$ cat src/hdl/assert_macros.svh
// Assertion macros shared by the offset-fill RTL.
// No dependencies; included by modules that carry concurrent checks.
`ifndef ASSERT_MACROS_SVH
`define ASSERT_MACROS_SVH

// Check that a condition implies an expression in the same cycle.
`define ASSERT_IMPLY(lbl, clk, rst, cond, expr, msg) \
  lbl: assert property (@(posedge clk) disable iff (rst) (cond) |-> (expr)) \
    else $error(msg);

// Check that a condition implies an expression in the next cycle.
`define ASSERT_NEXT(lbl, clk, rst, cond, expr, msg) \
  lbl: assert property (@(posedge clk) disable iff (rst) (cond) |=> (expr)) \
    else $error(msg);

`endif

$ cat src/hdl/bsof_pkg.sv
// Package for the bucket sieve offset-fill block: payload types, codes,
// sequencer states and default parameter values. No dependencies.
`timescale 1ns / 1ps

package bsof_pkg;

  // Default parameter values
  localparam int MAX_BLOCKS_DEF   = 64;
  localparam int FLAG_BITS_DEF    = 18;
  localparam int SLOT_LIMIT_DEF   = 4096;

  // Configuration port
  localparam int PADDR_W = 4;
  localparam logic [1:0] REG_CLASS_OFFSET    = 2'd0;
  localparam logic [1:0] REG_BLOCKS_IN_USE   = 2'd1;
  localparam logic [1:0] REG_LARGE_THRESHOLD = 2'd2;

  // Input commands
  typedef enum logic {
    CMD_LINE  = 1'b0,
    CMD_PRIME = 1'b1
  } cmd_t;

  typedef struct packed {
    logic        cmd;
    logic [31:0] prime;
    logic [31:0] inverse;
    logic [31:0] low_residue;
  } in_item_t;

  typedef struct packed {
    logic [31:0] start_offset;
    logic        hit;
    logic [5:0]  bucket;
    logic [11:0] slot;
    logic [63:0] entry;
    logic        large_mode;
    logic        overflow;
  } out_item_t;

  // Top-level sequencer
  typedef enum logic [1:0] {
    S_IDLE,
    S_CALC,
    S_LOOK,
    S_FIN
  } seq_state_t;

  // Multiply / remainder unit
  typedef enum logic [1:0] {
    MD_IDLE,
    MD_MUL,
    MD_DIV
  } md_state_t;

  typedef struct packed {
    logic busy;
    logic done;
  } md_stat_t;

  // Counter bank control
  typedef struct packed {
    logic rd_en;
    logic wr_en;
    logic clear_all;
    logic clear_large;
    logic upper_bank;
  } cnt_ctrl_t;

endpackage

$ cat src/hdl/bsof_muldiv.sv
// Shared radix-4 unit: 32x32 multiply, then remainder of the 64-bit product
// by a 32-bit divisor, two bits per cycle. Depends on bsof_pkg, assert_macros.svh.
`timescale 1ns / 1ps
`include "assert_macros.svh"

module bsof_muldiv (
  input  logic                clk,
  input  logic                rst,
  input  logic                start,
  input  logic [31:0]         op_a,
  input  logic [31:0]         op_b,
  input  logic [31:0]         op_d,
  output bsof_pkg::md_stat_t  stat,
  output logic [31:0]         rem
);

  localparam logic [4:0] MUL_LAST = 5'd15;
  localparam logic [4:0] DIV_LAST = 5'd31;

  bsof_pkg::md_state_t state;
  logic [4:0]  step;
  logic [63:0] w;
  logic [31:0] opa;
  logic [31:0] dvs;
  logic [33:0] tri3;
  logic [31:0] rem_r;
  logic        done_r;

  logic [31:0] tri_src;
  logic [33:0] tri_sum;
  logic [33:0] pp;
  logic [33:0] msum;
  logic [63:0] w_mul;
  logic [33:0] t;
  logic [33:0] dsel;
  logic [33:0] diff;

  // Triple of the current operand: multiplicand at start, divisor later
  assign tri_src = (state == bsof_pkg::MD_IDLE) ? op_a : dvs;
  assign tri_sum = {2'b00, tri_src} + {1'b0, tri_src, 1'b0};

  // Multiply step: add digit times multiplicand to the high half, shift right
  always_comb begin
    case (w[1:0])
      2'd0:    pp = 34'd0;
      2'd1:    pp = {2'b00, opa};
      2'd2:    pp = {1'b0, opa, 1'b0};
      default: pp = tri3;
    endcase
  end
  assign msum  = {2'b00, w[63:32]} + pp;
  assign w_mul = {msum, w[31:2]};

  // Remainder step: bring in two dividend bits, subtract the largest multiple
  assign t = {rem_r, w[63:62]};
  always_comb begin
    if (t >= tri3) begin
      dsel = tri3;
    end else if (t >= {1'b0, dvs, 1'b0}) begin
      dsel = {1'b0, dvs, 1'b0};
    end else if (t >= {2'b00, dvs}) begin
      dsel = {2'b00, dvs};
    end else begin
      dsel = 34'd0;
    end
  end
  assign diff = t - dsel;

  // Control state
  always_ff @(posedge clk) begin
    if (rst) begin
      state  <= bsof_pkg::MD_IDLE;
      done_r <= 1'b0;
    end else begin
      done_r <= 1'b0;
      case (state)
        bsof_pkg::MD_IDLE: begin
          if (start) begin
            state <= bsof_pkg::MD_MUL;
          end
        end
        bsof_pkg::MD_MUL: begin
          if (step == 5'd0) begin
            state <= bsof_pkg::MD_DIV;
          end
        end
        bsof_pkg::MD_DIV: begin
          if (step == 5'd0) begin
            state  <= bsof_pkg::MD_IDLE;
            done_r <= 1'b1;
          end
        end
        default: state <= bsof_pkg::MD_IDLE;
      endcase
    end
  end

  // Datapath registers
  always_ff @(posedge clk) begin
    case (state)
      bsof_pkg::MD_IDLE: begin
        if (start) begin
          opa  <= op_a;
          dvs  <= op_d;
          w    <= {32'd0, op_b};
          tri3 <= tri_sum;
          step <= MUL_LAST;
        end
      end
      bsof_pkg::MD_MUL: begin
        w <= w_mul;
        if (step == 5'd0) begin
          rem_r <= 32'd0;
          tri3  <= tri_sum;
          step  <= DIV_LAST;
        end else begin
          step <= step - 5'd1;
        end
      end
      bsof_pkg::MD_DIV: begin
        w     <= {w[61:0], 2'b00};
        rem_r <= diff[31:0];
        step  <= step - 5'd1;
      end
      default: begin
        step <= 5'd0;
      end
    endcase
  end

  assign stat.busy = (state != bsof_pkg::MD_IDLE);
  assign stat.done = done_r;
  assign rem       = rem_r;

  `ASSERT_IMPLY(a_rem_below_divisor, clk, rst, done_r, rem_r < dvs, "remainder not below divisor")
  `ASSERT_IMPLY(a_done_after_div, clk, rst, done_r, $past(state) == bsof_pkg::MD_DIV, "done without remainder pass")

endmodule

$ cat src/hdl/bsof_counts.sv
// Bucket hit counters: normal and large banks in one memory with per-entry
// valid bits, registered read. Depends on bsof_pkg.
`timescale 1ns / 1ps

module bsof_counts #(
  parameter int MAX_BLOCKS = bsof_pkg::MAX_BLOCKS_DEF,
  parameter int CNT_W      = 13,
  parameter int IDX_W      = 6
) (
  input  logic                clk,
  input  logic                rst,
  input  bsof_pkg::cnt_ctrl_t ctrl,
  input  logic [IDX_W-1:0]    idx,
  input  logic [CNT_W-1:0]    wr_data,
  output logic [CNT_W-1:0]    rd_cnt
);

  localparam int ENTRIES = 2 * MAX_BLOCKS;
  localparam int AW      = $clog2(ENTRIES);

  logic [CNT_W-1:0]   mem [ENTRIES];
  logic [ENTRIES-1:0] vld;
  logic [CNT_W-1:0]   rd_data;
  logic               rd_vld;
  logic [AW-1:0]      addr;

  // Large bank sits above the normal bank
  assign addr = ctrl.upper_bank ? (AW'(MAX_BLOCKS) + AW'(idx)) : AW'(idx);

  // Counter storage
  always_ff @(posedge clk) begin
    if (ctrl.wr_en) begin
      mem[addr] <= wr_data;
    end
    if (ctrl.rd_en) begin
      rd_data <= mem[addr];
    end
  end

  // Valid bits: clear on line start, upper half on mode switch
  always_ff @(posedge clk) begin
    if (rst || ctrl.clear_all) begin
      vld    <= '0;
      rd_vld <= 1'b0;
    end else begin
      if (ctrl.clear_large) begin
        vld[ENTRIES-1 -: MAX_BLOCKS] <= '0;
      end
      if (ctrl.wr_en) begin
        vld[addr] <= 1'b1;
      end
      if (ctrl.rd_en) begin
        rd_vld <= vld[addr];
      end
    end
  end

  // Entry never written since the last clear reads as zero
  assign rd_cnt = rd_vld ? rd_data : '0;

endmodule

$ cat src/hdl/bucket_sieve_offset_fill_core.sv
// Top level of the bucket sieve offset-fill block: APB registers, sequencer,
// output register. Depends on bsof_pkg, bsof_muldiv, bsof_counts, assert_macros.svh.
`timescale 1ns / 1ps
`include "assert_macros.svh"

// For each prime the block forms start = inverse*(low_residue+class_offset)
// mod prime and, when start lies in the line, takes the slot from the
// bucket's counter. After a prime's transfer the shared unit runs the radix-4
// multiply and then the radix-4 remainder; the sequencer then takes the
// remainder, reads the counter memory and writes it back with the result.
// A zero prime skips the shared unit and the counter and goes straight to
// the final step. A line-start command gives no result. in_ready is high
// only between items, so an item must finish before the next is taken; a
// finished result waits in the output register while the next item is
// already taken, and that item's final step waits until the previous result
// is read. Configuration registers sit at byte addresses 0, 4 and 8. They
// are to be written only while the block is idle; the block itself does not
// enforce this.
module bucket_sieve_offset_fill_core #(
  parameter int MAX_BLOCKS   = bsof_pkg::MAX_BLOCKS_DEF,
  parameter int FLAG_BITS    = bsof_pkg::FLAG_BITS_DEF,
  parameter int SLOT_LIMIT   = bsof_pkg::SLOT_LIMIT_DEF
) (
  input  logic                           clk,
  input  logic                           rst,
  input  logic                           psel,
  input  logic                           penable,
  input  logic                           pwrite,
  input  logic [bsof_pkg::PADDR_W-1:0]   paddr,
  input  logic [31:0]                    pwdata,
  output logic [31:0]                    prdata,
  output logic                           pready,
  input  logic                           in_valid,
  output logic                           in_ready,
  input  bsof_pkg::in_item_t             in_data,
  output logic                           out_valid,
  input  logic                           out_ready,
  output bsof_pkg::out_item_t            out_data
);

  localparam int CNT_W = $clog2(SLOT_LIMIT + 1);
  localparam int IDX_W = (MAX_BLOCKS > 1) ? $clog2(MAX_BLOCKS) : 1;

  // Configuration registers
  logic [31:0] class_offset;
  logic [6:0]  blocks_in_use;
  logic [31:0] large_threshold;
  logic        cfg_wr;

  // Sequencer and item state
  bsof_pkg::seq_state_t state, state_next;
  logic               large_active;
  logic [31:0]        prime_r;
  logic [31:0]        start_r;
  logic               hit_r;
  logic [IDX_W-1:0]   idx_r;
  logic [5:0]         bkt_r;
  bsof_pkg::out_item_t out_q;

  logic                accept;
  logic                md_start;
  bsof_pkg::md_stat_t  md_stat;
  logic [31:0]         md_rem;
  bsof_pkg::cnt_ctrl_t cc;
  logic [IDX_W-1:0]    cnt_idx;
  logic [CNT_W-1:0]    rd_cnt;
  logic                fin_go;

  logic [31:0] blk32;
  logic [31:0] blocks_eff;
  logic [31:0] hi32;
  logic        hit_lk;
  logic [31:0] cnt32;
  logic        ovf;
  logic        can_fill;
  logic        switch_mode;

  // APB register file
  assign pready = 1'b1;
  assign cfg_wr = psel && penable && pwrite;

  always_ff @(posedge clk) begin
    if (rst) begin
      class_offset    <= 32'd0;
      blocks_in_use   <= 7'd1;
      large_threshold <= 32'hFFFF_FFFF;
    end else if (cfg_wr) begin
      case (paddr[3:2])
        bsof_pkg::REG_CLASS_OFFSET:    class_offset    <= pwdata;
        bsof_pkg::REG_BLOCKS_IN_USE:   blocks_in_use   <= pwdata[6:0];
        bsof_pkg::REG_LARGE_THRESHOLD: large_threshold <= pwdata;
        default: ;
      endcase
    end
  end

  always_comb begin
    case (paddr[3:2])
      bsof_pkg::REG_CLASS_OFFSET:    prdata = class_offset;
      bsof_pkg::REG_BLOCKS_IN_USE:   prdata = {25'd0, blocks_in_use};
      bsof_pkg::REG_LARGE_THRESHOLD: prdata = large_threshold;
      default:                       prdata = 32'd0;
    endcase
  end

  // Shared multiply / remainder unit
  bsof_muldiv u_muldiv (
    .clk   (clk),
    .rst   (rst),
    .start (md_start),
    .op_a  (in_data.inverse),
    .op_b  (in_data.low_residue + class_offset),
    .op_d  (in_data.prime),
    .stat  (md_stat),
    .rem   (md_rem)
  );

  // Bucket counters
  bsof_counts #(
    .MAX_BLOCKS (MAX_BLOCKS),
    .CNT_W      (CNT_W),
    .IDX_W      (IDX_W)
  ) u_counts (
    .clk     (clk),
    .rst     (rst),
    .ctrl    (cc),
    .idx     (cnt_idx),
    .wr_data (rd_cnt + CNT_W'(1)),
    .rd_cnt  (rd_cnt)
  );

  // Line bound check and bucket pick
  assign blk32      = {25'd0, blocks_in_use};
  assign blocks_eff = (blk32 > 32'(MAX_BLOCKS)) ? 32'(MAX_BLOCKS) : blk32;
  assign hi32       = start_r >> FLAG_BITS;
  assign hit_lk     = (prime_r != 32'd0) && (hi32 < blocks_eff);
  assign cnt_idx    = (state == bsof_pkg::S_LOOK) ? hi32[IDX_W-1:0] : idx_r;

  // Fill decision
  assign cnt32    = 32'(rd_cnt);
  assign ovf      = hit_r && (cnt32 >= 32'(SLOT_LIMIT));
  assign can_fill = hit_r && !ovf;

  assign accept      = in_valid && in_ready;
  assign switch_mode = !large_active && (in_data.prime > large_threshold);

  // Sequencer state register
  always_ff @(posedge clk) begin
    if (rst) begin
      state <= bsof_pkg::S_IDLE;
    end else begin
      state <= state_next;
    end
  end

  // Next state and control outputs
  always_comb begin
    state_next     = state;
    in_ready       = 1'b0;
    md_start       = 1'b0;
    fin_go         = 1'b0;
    cc.rd_en       = 1'b0;
    cc.wr_en       = 1'b0;
    cc.clear_all   = 1'b0;
    cc.clear_large = 1'b0;
    cc.upper_bank  = large_active;
    case (state)
      bsof_pkg::S_IDLE: begin
        in_ready = 1'b1;
        if (accept) begin
          if (in_data.cmd == bsof_pkg::CMD_LINE) begin
            cc.clear_all = 1'b1;
          end else begin
            cc.clear_large = switch_mode;
            if (in_data.prime != 32'd0) begin
              md_start   = 1'b1;
              state_next = bsof_pkg::S_CALC;
            end else begin
              state_next = bsof_pkg::S_FIN;
            end
          end
        end
      end
      bsof_pkg::S_CALC: begin
        if (md_stat.done) begin
          state_next = bsof_pkg::S_LOOK;
        end
      end
      bsof_pkg::S_LOOK: begin
        cc.rd_en   = 1'b1;
        state_next = bsof_pkg::S_FIN;
      end
      bsof_pkg::S_FIN: begin
        if (!out_valid || out_ready) begin
          fin_go     = 1'b1;
          cc.wr_en   = can_fill;
          state_next = bsof_pkg::S_IDLE;
        end
      end
      default: state_next = bsof_pkg::S_IDLE;
    endcase
  end

  // Mode flag
  always_ff @(posedge clk) begin
    if (rst) begin
      large_active <= 1'b0;
    end else if (accept) begin
      if (in_data.cmd == bsof_pkg::CMD_LINE) begin
        large_active <= 1'b0;
      end else if (switch_mode) begin
        large_active <= 1'b1;
      end
    end
  end

  // Item registers
  always_ff @(posedge clk) begin
    if (accept && (in_data.cmd == bsof_pkg::CMD_PRIME)) begin
      prime_r <= in_data.prime;
      if (in_data.prime == 32'd0) begin
        start_r <= 32'hFFFF_FFFF;
        hit_r   <= 1'b0;
      end
    end
    if ((state == bsof_pkg::S_CALC) && md_stat.done) begin
      start_r <= md_rem;
    end
    if (state == bsof_pkg::S_LOOK) begin
      hit_r <= hit_lk;
      idx_r <= hi32[IDX_W-1:0];
      bkt_r <= hi32[5:0];
    end
  end

  // Output register: load on finish, drop after transfer
  always_ff @(posedge clk) begin
    if (rst) begin
      out_valid <= 1'b0;
    end else if (fin_go) begin
      out_valid <= 1'b1;
    end else if (out_ready) begin
      out_valid <= 1'b0;
    end
  end

  always_ff @(posedge clk) begin
    if (fin_go) begin
      out_q.start_offset <= start_r;
      out_q.hit          <= hit_r;
      out_q.bucket       <= hit_r ? bkt_r : 6'd0;
      out_q.slot         <= can_fill ? cnt32[11:0] : 12'd0;
      out_q.entry        <= can_fill ? (large_active ? {32'd0, start_r}
                                                     : {prime_r, start_r})
                                     : 64'd0;
      out_q.large_mode   <= large_active;
      out_q.overflow     <= ovf;
    end
  end

  assign out_data = out_q;

  `ASSERT_IMPLY(a_done_while_waiting, clk, rst, md_stat.done, state == bsof_pkg::S_CALC, "unit finished outside calc wait")
  `ASSERT_IMPLY(a_calc_has_unit, clk, rst, state == bsof_pkg::S_CALC, md_stat.busy || md_stat.done, "calc wait with idle unit")
  `ASSERT_IMPLY(a_miss_no_entry, clk, rst, out_valid && !out_data.hit, !out_data.overflow && (out_data.entry == 64'd0), "entry or overflow without hit")

endmodule
$ cat config.mk
export PLATFORM = sky130hd
export DESIGN_NAME = bucket_sieve_offset_fill_core
export DESIGN_NICKNAME = d
export VERILOG_FILES = /design/src/hdl/bsof_pkg.sv /design/src/hdl/bsof_muldiv.sv /design/src/hdl/bsof_counts.sv /design/src/hdl/bucket_sieve_offset_fill_core.sv
export VERILOG_INCLUDE_DIRS = /design/src /design/src/hdl
export SDC_FILE = /design/constraint.sdc
export NUM_CORES = 2
export LEC_CHECK = 0
export BUFFER_PORTS_ARGS = -buffer_cell sky130_fd_sc_hd__clkbuf_2
export CAP_MARGIN = 20
export CELL_PAD_IN_SITES_DETAIL_PLACEMENT = 1
export CELL_PAD_IN_SITES_GLOBAL_PLACEMENT = 2
export CORE_ASPECT_RATIO = 1.2
export CORE_MARGIN = 5
export CORE_UTILIZATION = 30
export DETAILED_ROUTE_END_ITERATION = 10
export PLACE_DENSITY = 0.61
export SKIP_CTS_REPAIR_TIMING = 1
export SLEW_MARGIN = 20
export SYNTH_ARGS = -nofsm -noshare
export SYNTH_HDL_FRONTEND = slang
export SYNTH_SLANG_ARGS = --single-unit
$ cat constraint.sdc
create_clock -name clk -period 8.2 [get_ports clk]
set_clock_uncertainty 0.15 [all_clocks]
set_input_delay 1.23 -clock clk [delete_from_list [all_inputs] [get_ports clk]]
set_output_delay 1.23 -clock clk [all_outputs]
set_load 0.02 [all_outputs]
Yosys cells after proc, flatten, opt, wreduce, memory -nomap -nowiden
Memory sizes are Yosys's and may differ from the RTL's. A register that Yosys moved wholly into a read port is not among the register bits.
Cells that the tools add are included.
{"block": "totals", "mem_bits_ro": 0, "mem_count": 1, "ff_bits": 600, "output_inout_bits": 152, "mem_bits_rw": 1664, "input_bits": 140, "wordCells": 176, "latch_bits": 0}
{"memory": "u_counts.mem", "words": 128, "word_bits": 13, "rd": 1, "rd_ports_with_merged_regs": 1, "wr": 1, "line": "bsof_counts.sv:21", "source": "logic [CNT_W-1:0] mem [ENTRIES];"}
{"block": "op_classes", "bitwise": 3, "div": 0, "n_mul": 0, "n_eq_ne": 17, "reduce_logical": 45, "magnitude_cmp": 9, "mux": 64, "addsub": 7, "shift": 0}
{"operator": "32-bit 2-to-1 mux", "n": 8}
{"operator": "64-bit 2-to-1 mux", "n": 3}
{"operator": "64-bit case mux with 3 select lines", "n": 1}
{"operator": "128-bit 2-to-1 mux", "n": 1}
{"operator": "128-bit bitwise OR", "n": 1}
{"operator": "34-bit case mux with 3 select lines", "n": 1}
{"operator": "32-bit case mux with 3 select lines", "n": 1}
{"operator": "34-bit 2-to-1 mux", "n": 2}
{"operator": "34-bit case mux with 2 select lines", "n": 1}
{"operator": "32-bit case mux with 2 select lines", "n": 1}
{"operator": "32-bit nonzero test", "n": 2}
{"operator": "32-bit by 33-bit adder with 34-bit output", "n": 1}
{"operator": "32-bit by 34-bit adder with 34-bit output", "n": 1}
{"operator": "34-bit by 32-bit >= comparator with 1-bit output", "n": 1}
{"operator": "34-bit by 33-bit >= comparator with 1-bit output", "n": 1}
{"operator": "34-bit >= comparator", "n": 1}
{"operator": "32-bit adder", "n": 1}
{"operator": "32-bit > comparator", "n": 1}
{"operator": "32-bit zero test", "n": 1}
{"operator": "32-bit subtractor", "n": 1}
{"operator": "1-bit 2-to-1 mux", "n": 24}
{"operator": "2-bit 2-to-1 mux", "n": 10}
{"operator": "2-bit AND reduction", "n": 9}
{"operator": "5-bit case mux with 3 select lines", "n": 1}
{"operator": "31 further kinds", "n": 70}

Longest topological paths before layout
{"block": "depth", "depth_word": 10, "mapped_depth": 26, "depth_no_buf": 24}

Hierarchy
A second synthesis with hierarchy kept.
{"block": "hier_totals", "hier_cells": 6980, "area_unflattened_um2": 99893.3}
{"module": "bsof_counts", "cells_each": 4120, "area_per_inst_um2": 70577.7, "instances": 1}
{"module": "bsof_muldiv", "cells_each": 1668, "area_per_inst_um2": 16155.5, "instances": 1}
{"module": "bucket_sieve_offset_fill_core", "cells_each": 1192, "area_per_inst_um2": 13160.1, "instances": 1}

Least setup slack after synthesis
Ideal clock, no wire load.
{"block": "synth_timing", "path_type": "input to register", "start": "input port in_valid", "end": "register u_muldiv.w[0], enable pin", "required_time_ps": 7629, "path_buffers": 0, "cell_stages": 4, "slack_ps": 849, "t_arrival_ps": 6780, "path_cell_list": "and3_1 o21ai_0 nor2_1 a21o_1"}
{"block": "synth_via", "elab_chain_len": 5}
{"item": "start, declared", "line": "bucket_sieve_offset_fill_core.sv:33", "source": "input logic in_valid,"}
{"item": "1-bit logical AND", "line": "bucket_sieve_offset_fill_core.sv:144", "source": "assign accept = in_valid && in_ready;"}
{"item": "1-bit 2-to-1 mux", "line": "bucket_sieve_offset_fill_core.sv:170", "source": "if (accept) begin"}
{"item": "1-bit 2-to-1 mux", "line": "bucket_sieve_offset_fill_core.sv:167", "source": "case (state)"}
{"item": "2-bit inequality test (no source line)"}
{"item": "2-bit AND reduction (no source line)"}
{"item": "end signal, assigned", "line": "bsof_muldiv.sv:105", "source": "w <= {32'd0, op_b};"}
{"item": "end signal, assigned", "line": "bsof_muldiv.sv:111", "source": "w <= w_mul;"}
{"item": "end signal, assigned", "line": "bsof_muldiv.sv:121", "source": "w <= {w[61:0], 2'b00};"}
{"item": "end, declared", "line": "bsof_muldiv.sv:22", "source": "logic [63:0] w;"}
Every way passes these cells.
A chain may end at the register's enable or synchronous reset.

Worst setup path after layout
{"block": "layout_timing", "start": "register u_muldiv.w[62]", "end": "register u_muldiv.rem_r[30], in the netlist u_muldiv.rem[30], data pin"}
{"block": "layout_via", "elab_chain_len": 6, "elab_cells_between_ends": 8, "cone_classes": "add/sub: 1; order compare: 3; mux: 4"}
{"item": "34-bit by 32-bit >= comparator with 1-bit output", "line": "bsof_muldiv.sv:61", "source": "end else if (t >= {2'b00, dvs}) begin"}
{"item": "32-bit 2-to-1 mux", "line": "bsof_muldiv.sv:61"}
{"item": "32-bit 2-to-1 mux", "line": "bsof_muldiv.sv:59", "source": "end else if (t >= {1'b0, dvs, 1'b0}) begin"}
{"item": "32-bit 2-to-1 mux", "line": "bsof_muldiv.sv:57", "source": "if (t >= tri3) begin"}
{"item": "32-bit subtractor *", "line": "bsof_muldiv.sv:67", "source": "assign diff = t - dsel;"}
{"item": "32-bit case mux with 2 select lines *", "line": "bsof_muldiv.sv:100", "source": "case (state)"}
{"item": "end signal, assigned", "line": "bsof_muldiv.sv:122", "source": "rem_r <= diff[31:0];"}
{"item": "end, declared", "line": "bsof_muldiv.sv:26", "source": "logic [31:0] rem_r;"}
Mark *: on every way between the ends. The rest lies on a longest branch, timed or not.

==> qor.yml <==
run_status: "complete, no violations"
power.leakage_nw: 37.6
yosys.area_share.simple_pct: 6.15
floorplan.die.height_um: 625
reg2regPathDepth: 23
most-common-layout-cells: "sky130_fd_sc_hd__edfxtp_1, sky130_fd_sc_hd__a22oi_1, sky130_fd_sc_hd__nor2_1"
ys.warnings.count: 0
final_routed_wirelength_um: 361000
yosys-mux-area-fraction_pct: 1.05
worstHoldPathType: "reg -> reg"
vias: 63190
synth_enable_flop_cells: 2064
timing.critical_path.arrival_ps: 7380
initial_utilization_pct: 30.2
final_layout_size_suffix_gt1_share_pct: 15.3
final_net_count: 7392
yosys.cell_types.count: 92
critical_r2r_capture: "u_muldiv.rem[30]"
coreArea_um2: 314000
powerDensity_nw_per_um2: 270
number_of_global_route_vias_before_repair: 63592
final.setup.tns_ps: 0
drt_first_iter_violations: 6333
yosys_register_bits: 2277
tritoncts: "done"
detail_route.drc_violations: 0
timing_max_transition_violations_final: 0
yosysSeqAreaShare_pct: 70.0
critical_path.startpoint_type: "register"
synthCells: 6555
floorplan.io_pins: 292
setup_viol_count_final: 0
timing.max_slew.rel_slack_pct: 15.4
buffer_ports.inserted: 288
critical_path.endpoint_type: "register"
compound_cell_area_share_of_the_yosys_netlist_pct: 15.5
hold_start: "start_r[7]"
post_synth.cell_area_avg_um2: 14.4
globalplace.congestion: 0.871
detailedRoute.firstPassIterationCount: 7
clock_tree.root_cell: "sky130_fd_sc_hd__clkbuf_16"
dp_hpwl_um: 243000
globalRouteOverflowTotal: 0
antenna_violating_nets_post_route: 0
maxCapViolCount: 0
placementRows: 225
mostFrequentLayoutCell: "sky130_fd_sc_hd__edfxtp_1"
number_of_antenna_violations_at_the_first_check_in_global_routing: 29
post_synth_xor_area_fraction_pct: 1.00
max_clock_freq_mhz: 144
synth_adder_area_share_pct: 3.70
postSynth.topFlopCell: "sky130_fd_sc_hd__edfxtp_1"
clk_pin_slew_worst_paths_ps: 60
timing.hold.worst_endpoint: "out_data[92]"
critical_path.reg2reg.startpoint: "u_muldiv.w[62]"
areaGrowthSynthToFinish_pct: 16.2
cts_inserted_buffers: 234
fin_total_pwr_mw: 29.6
dieWidth_um: 523
ys_async_sr_fraction_pct: 0
die-area_um2: 327000
hold_path_depth: 0
period_minus_slack_ps: 6940
finalHoldViolations: 0
max-clock-path-buffers: 4
drt-vias-per-instance: 5.56
worst-setup-path-type: "reg -> reg"
worst_ir_drop_vdd_v: 0.000202
worst_path_maximum_fanout: 9
clkSinkCount: 2277
main_combinational_cell_family_by_area_after_synthesis: "compound AO/OA/AOI/OAI gates"
grt_pass1_wl_um: 500000
required_ps: 8640
track_usage_pct: 21.2
mappedNetlistArea_um2: 94600
htree_levels: 4
rsz0062_at_grt: "no"
drt-wirelength-per-cell_um: 31.8
clock_latency_ps: 950
tightest_slew_ps: 1260
regToRegSetupSlack_ps: 1260
maximum_number_of_pins_on_one_net_before_global_route_repair: 112
final_period_util_pct: 84.6
mappedNetlistNets: 6972
[cell usage after synthesis, types with 14 or more instances]
| cell type | instances | area share (%) |
|---|---|---|
| sky130_fd_sc_hd__edfxtp_1 | 2064 | 66 |
| sky130_fd_sc_hd__a22oi_1 | 695 | 5.5 |
| sky130_fd_sc_hd__nor2_1 | 421 | 1.7 |
| sky130_fd_sc_hd__nand2_1 | 325 | 1.3 |
| sky130_fd_sc_hd__a21oi_1 | 278 | 1.5 |
| sky130_fd_sc_hd__ha_1 | 273 | 3.6 |
| sky130_fd_sc_hd__dfxtp_1 | 213 | 4.5 |
| sky130_fd_sc_hd__o21ai_0 | 210 | 1.1 |
| sky130_fd_sc_hd__a22o_1 | 184 | 1.7 |
| sky130_fd_sc_hd__inv_1 | 165 | 0.65 |
| sky130_fd_sc_hd__clkbuf_1 | 158 | 0.63 |
| sky130_fd_sc_hd__buf_2 | 148 | 0.78 |
| sky130_fd_sc_hd__a221oi_1 | 100 | 0.93 |
| sky130_fd_sc_hd__nand4_1 | 95 | 0.63 |
| sky130_fd_sc_hd__a21o_1 | 89 | 0.71 |
| sky130_fd_sc_hd__o21a_1 | 76 | 0.60 |
| sky130_fd_sc_hd__a41oi_1 | 70 | 0.65 |
| sky130_fd_sc_hd__xnor2_1 | 68 | 0.63 |
| sky130_fd_sc_hd__and3_1 | 66 | 0.44 |
| sky130_fd_sc_hd__and2_1 | 59 | 0.39 |
| sky130_fd_sc_hd__nand3_1 | 59 | 0.31 |
| sky130_fd_sc_hd__a222oi_1 | 54 | 0.57 |
| sky130_fd_sc_hd__mux2i_1 | 54 | 0.57 |
| sky130_fd_sc_hd__buf_4 | 46 | 0.37 |
| sky130_fd_sc_hd__a31oi_1 | 42 | 0.28 |
| sky130_fd_sc_hd__xor2_1 | 40 | 0.37 |
| sky130_fd_sc_hd__nor4_1 | 39 | 0.26 |
| sky130_fd_sc_hd__a211o_1 | 36 | 0.33 |
| sky130_fd_sc_hd__mux2_2 | 36 | 0.43 |
| sky130_fd_sc_hd__nor3_1 | 36 | 0.19 |
| sky130_fd_sc_hd__or2_2 | 34 | 0.22 |
| sky130_fd_sc_hd__nand2b_1 | 32 | 0.21 |
| sky130_fd_sc_hd__a211oi_1 | 31 | 0.25 |
| sky130_fd_sc_hd__buf_1 | 26 | 0.10 |
| sky130_fd_sc_hd__nor2b_1 | 19 | 0.13 |
| sky130_fd_sc_hd__o21bai_1 | 16 | 0.13 |
| sky130_fd_sc_hd__o2111ai_1 | 15 | 0.14 |
| sky130_fd_sc_hd__o211ai_1 | 14 | 0.11 |
[worst max-delay path: stages (launching register included)]
cell                        delay [ps]
sky130_fd_sc_hd__edfxtp_1          520
sky130_fd_sc_hd__inv_1             150
sky130_fd_sc_hd__ha_1              290
sky130_fd_sc_hd__nand2b_1          140
sky130_fd_sc_hd__a21o_1            170
sky130_fd_sc_hd__a21oi_1           220
sky130_fd_sc_hd__o21a_1            170
sky130_fd_sc_hd__o22ai_1           150
sky130_fd_sc_hd__o311ai_0          580
sky130_fd_sc_hd__nand3_2           410
sky130_fd_sc_hd__o21ai_0           270
sky130_fd_sc_hd__ha_1              230
sky130_fd_sc_hd__inv_1              70
sky130_fd_sc_hd__fa_1              440
sky130_fd_sc_hd__a21o_1            210
sky130_fd_sc_hd__a21o_1            230
sky130_fd_sc_hd__a211o_1           350
sky130_fd_sc_hd__a221oi_2          560
sky130_fd_sc_hd__o31a_1            330
sky130_fd_sc_hd__o31ai_2           150
sky130_fd_sc_hd__a2111oi_2         480
sky130_fd_sc_hd__o21ai_1           130
sky130_fd_sc_hd__xnor2_1           190
sky130_fd_sc_hd__nor2_1             50
[layout make-up]
class	instances	area, um^2
clock buffer	301	6260
clock inverter	120	1250
multi-input combinational	3731	26400
timing repair buffer	563	3810
tap	4199	5250
inverter	168	633
sequential	2277	66200
antenna	12	30.0
fill	32753	204000
[metal layers]
layer	wire, um	vias up	track usage [%]
met1	153000	33339	28.6
li1	-	26985	-
met5	41	-	0
met3	25100	466	3.60
met4	10900	6	6.02
met2	172000	2394	35.2
[stage by stage]
stage               utilization (%)  area, um^2  hold slack, ps  std cells  worst slack (ps)
finish                         35.0      110000             295      11371              1260
global route                   35.0      110000             309      11362               989
CTS                            35.0      110000             297      11356              1280
detailed placement             32.6      102000             279      10935              1320
global placement               32.6      102000             280      10934              1300
floorplan                         -       94600             256       6555               849
[sequential cells by signal, indices dropped and copies added (netlist names), 5 cells and up]
signal and cells:
u_counts.mem 1664, u_counts.vld 128, out_data 117, u_muldiv.w 64
u_muldiv.tri3 34, class_offset 32, large_threshold 32, prime_r 32
start_r 32, u_muldiv.dvs 32, u_muldiv.opa 32, u_muldiv.rem 32
u_counts.rd_data 13, blocks_in_use 7, bkt_r 6, idx_r 6
u_muldiv.step 5
[cells by family (layout without fill, tap and decap cells)]
| family | Yosys count | after routing |
|---|---|---|
| adder cells (fa/ha/maj) | 277 | 277 |
| buffers and inverters | 547 | 1152 |
| multiplexers | 92 | 92 |
| AND/OR/NAND/NOR | 1234 | 1234 |
| AO/OA/AOI/OAI | 2019 | 2019 |
| XOR/XNOR | 108 | 108 |
| other | 1 | 13 |
| flip-flops | 2277 | 2277 |
[worst max path at each step]
stage	start	slack, ps	end
2_1_floorplan	in_valid	850	u_muldiv.w[0]
5_1_grt	u_muldiv.w[62]	990	u_muldiv.rem[30]
4_1_cts	u_muldiv.w[62]	1280	u_muldiv.rem[30]
3_3_place_gp	u_muldiv.w[62]	1300	u_muldiv.rem[30]
6_report	u_muldiv.w[62]	1260	u_muldiv.rem[30]
3_5_place_dp	u_muldiv.rem[21]	1320	u_muldiv.rem[31]
[power by group]
part	switching, mW	total [mW]	internal [mW]
Clock	4.62	10.7	6.11
Sequential	0.295	13.8	13.5
Combinational	3.51	5.13	1.62
Total	8.43	29.6	21.2
(Power assumes the default switching activity.)
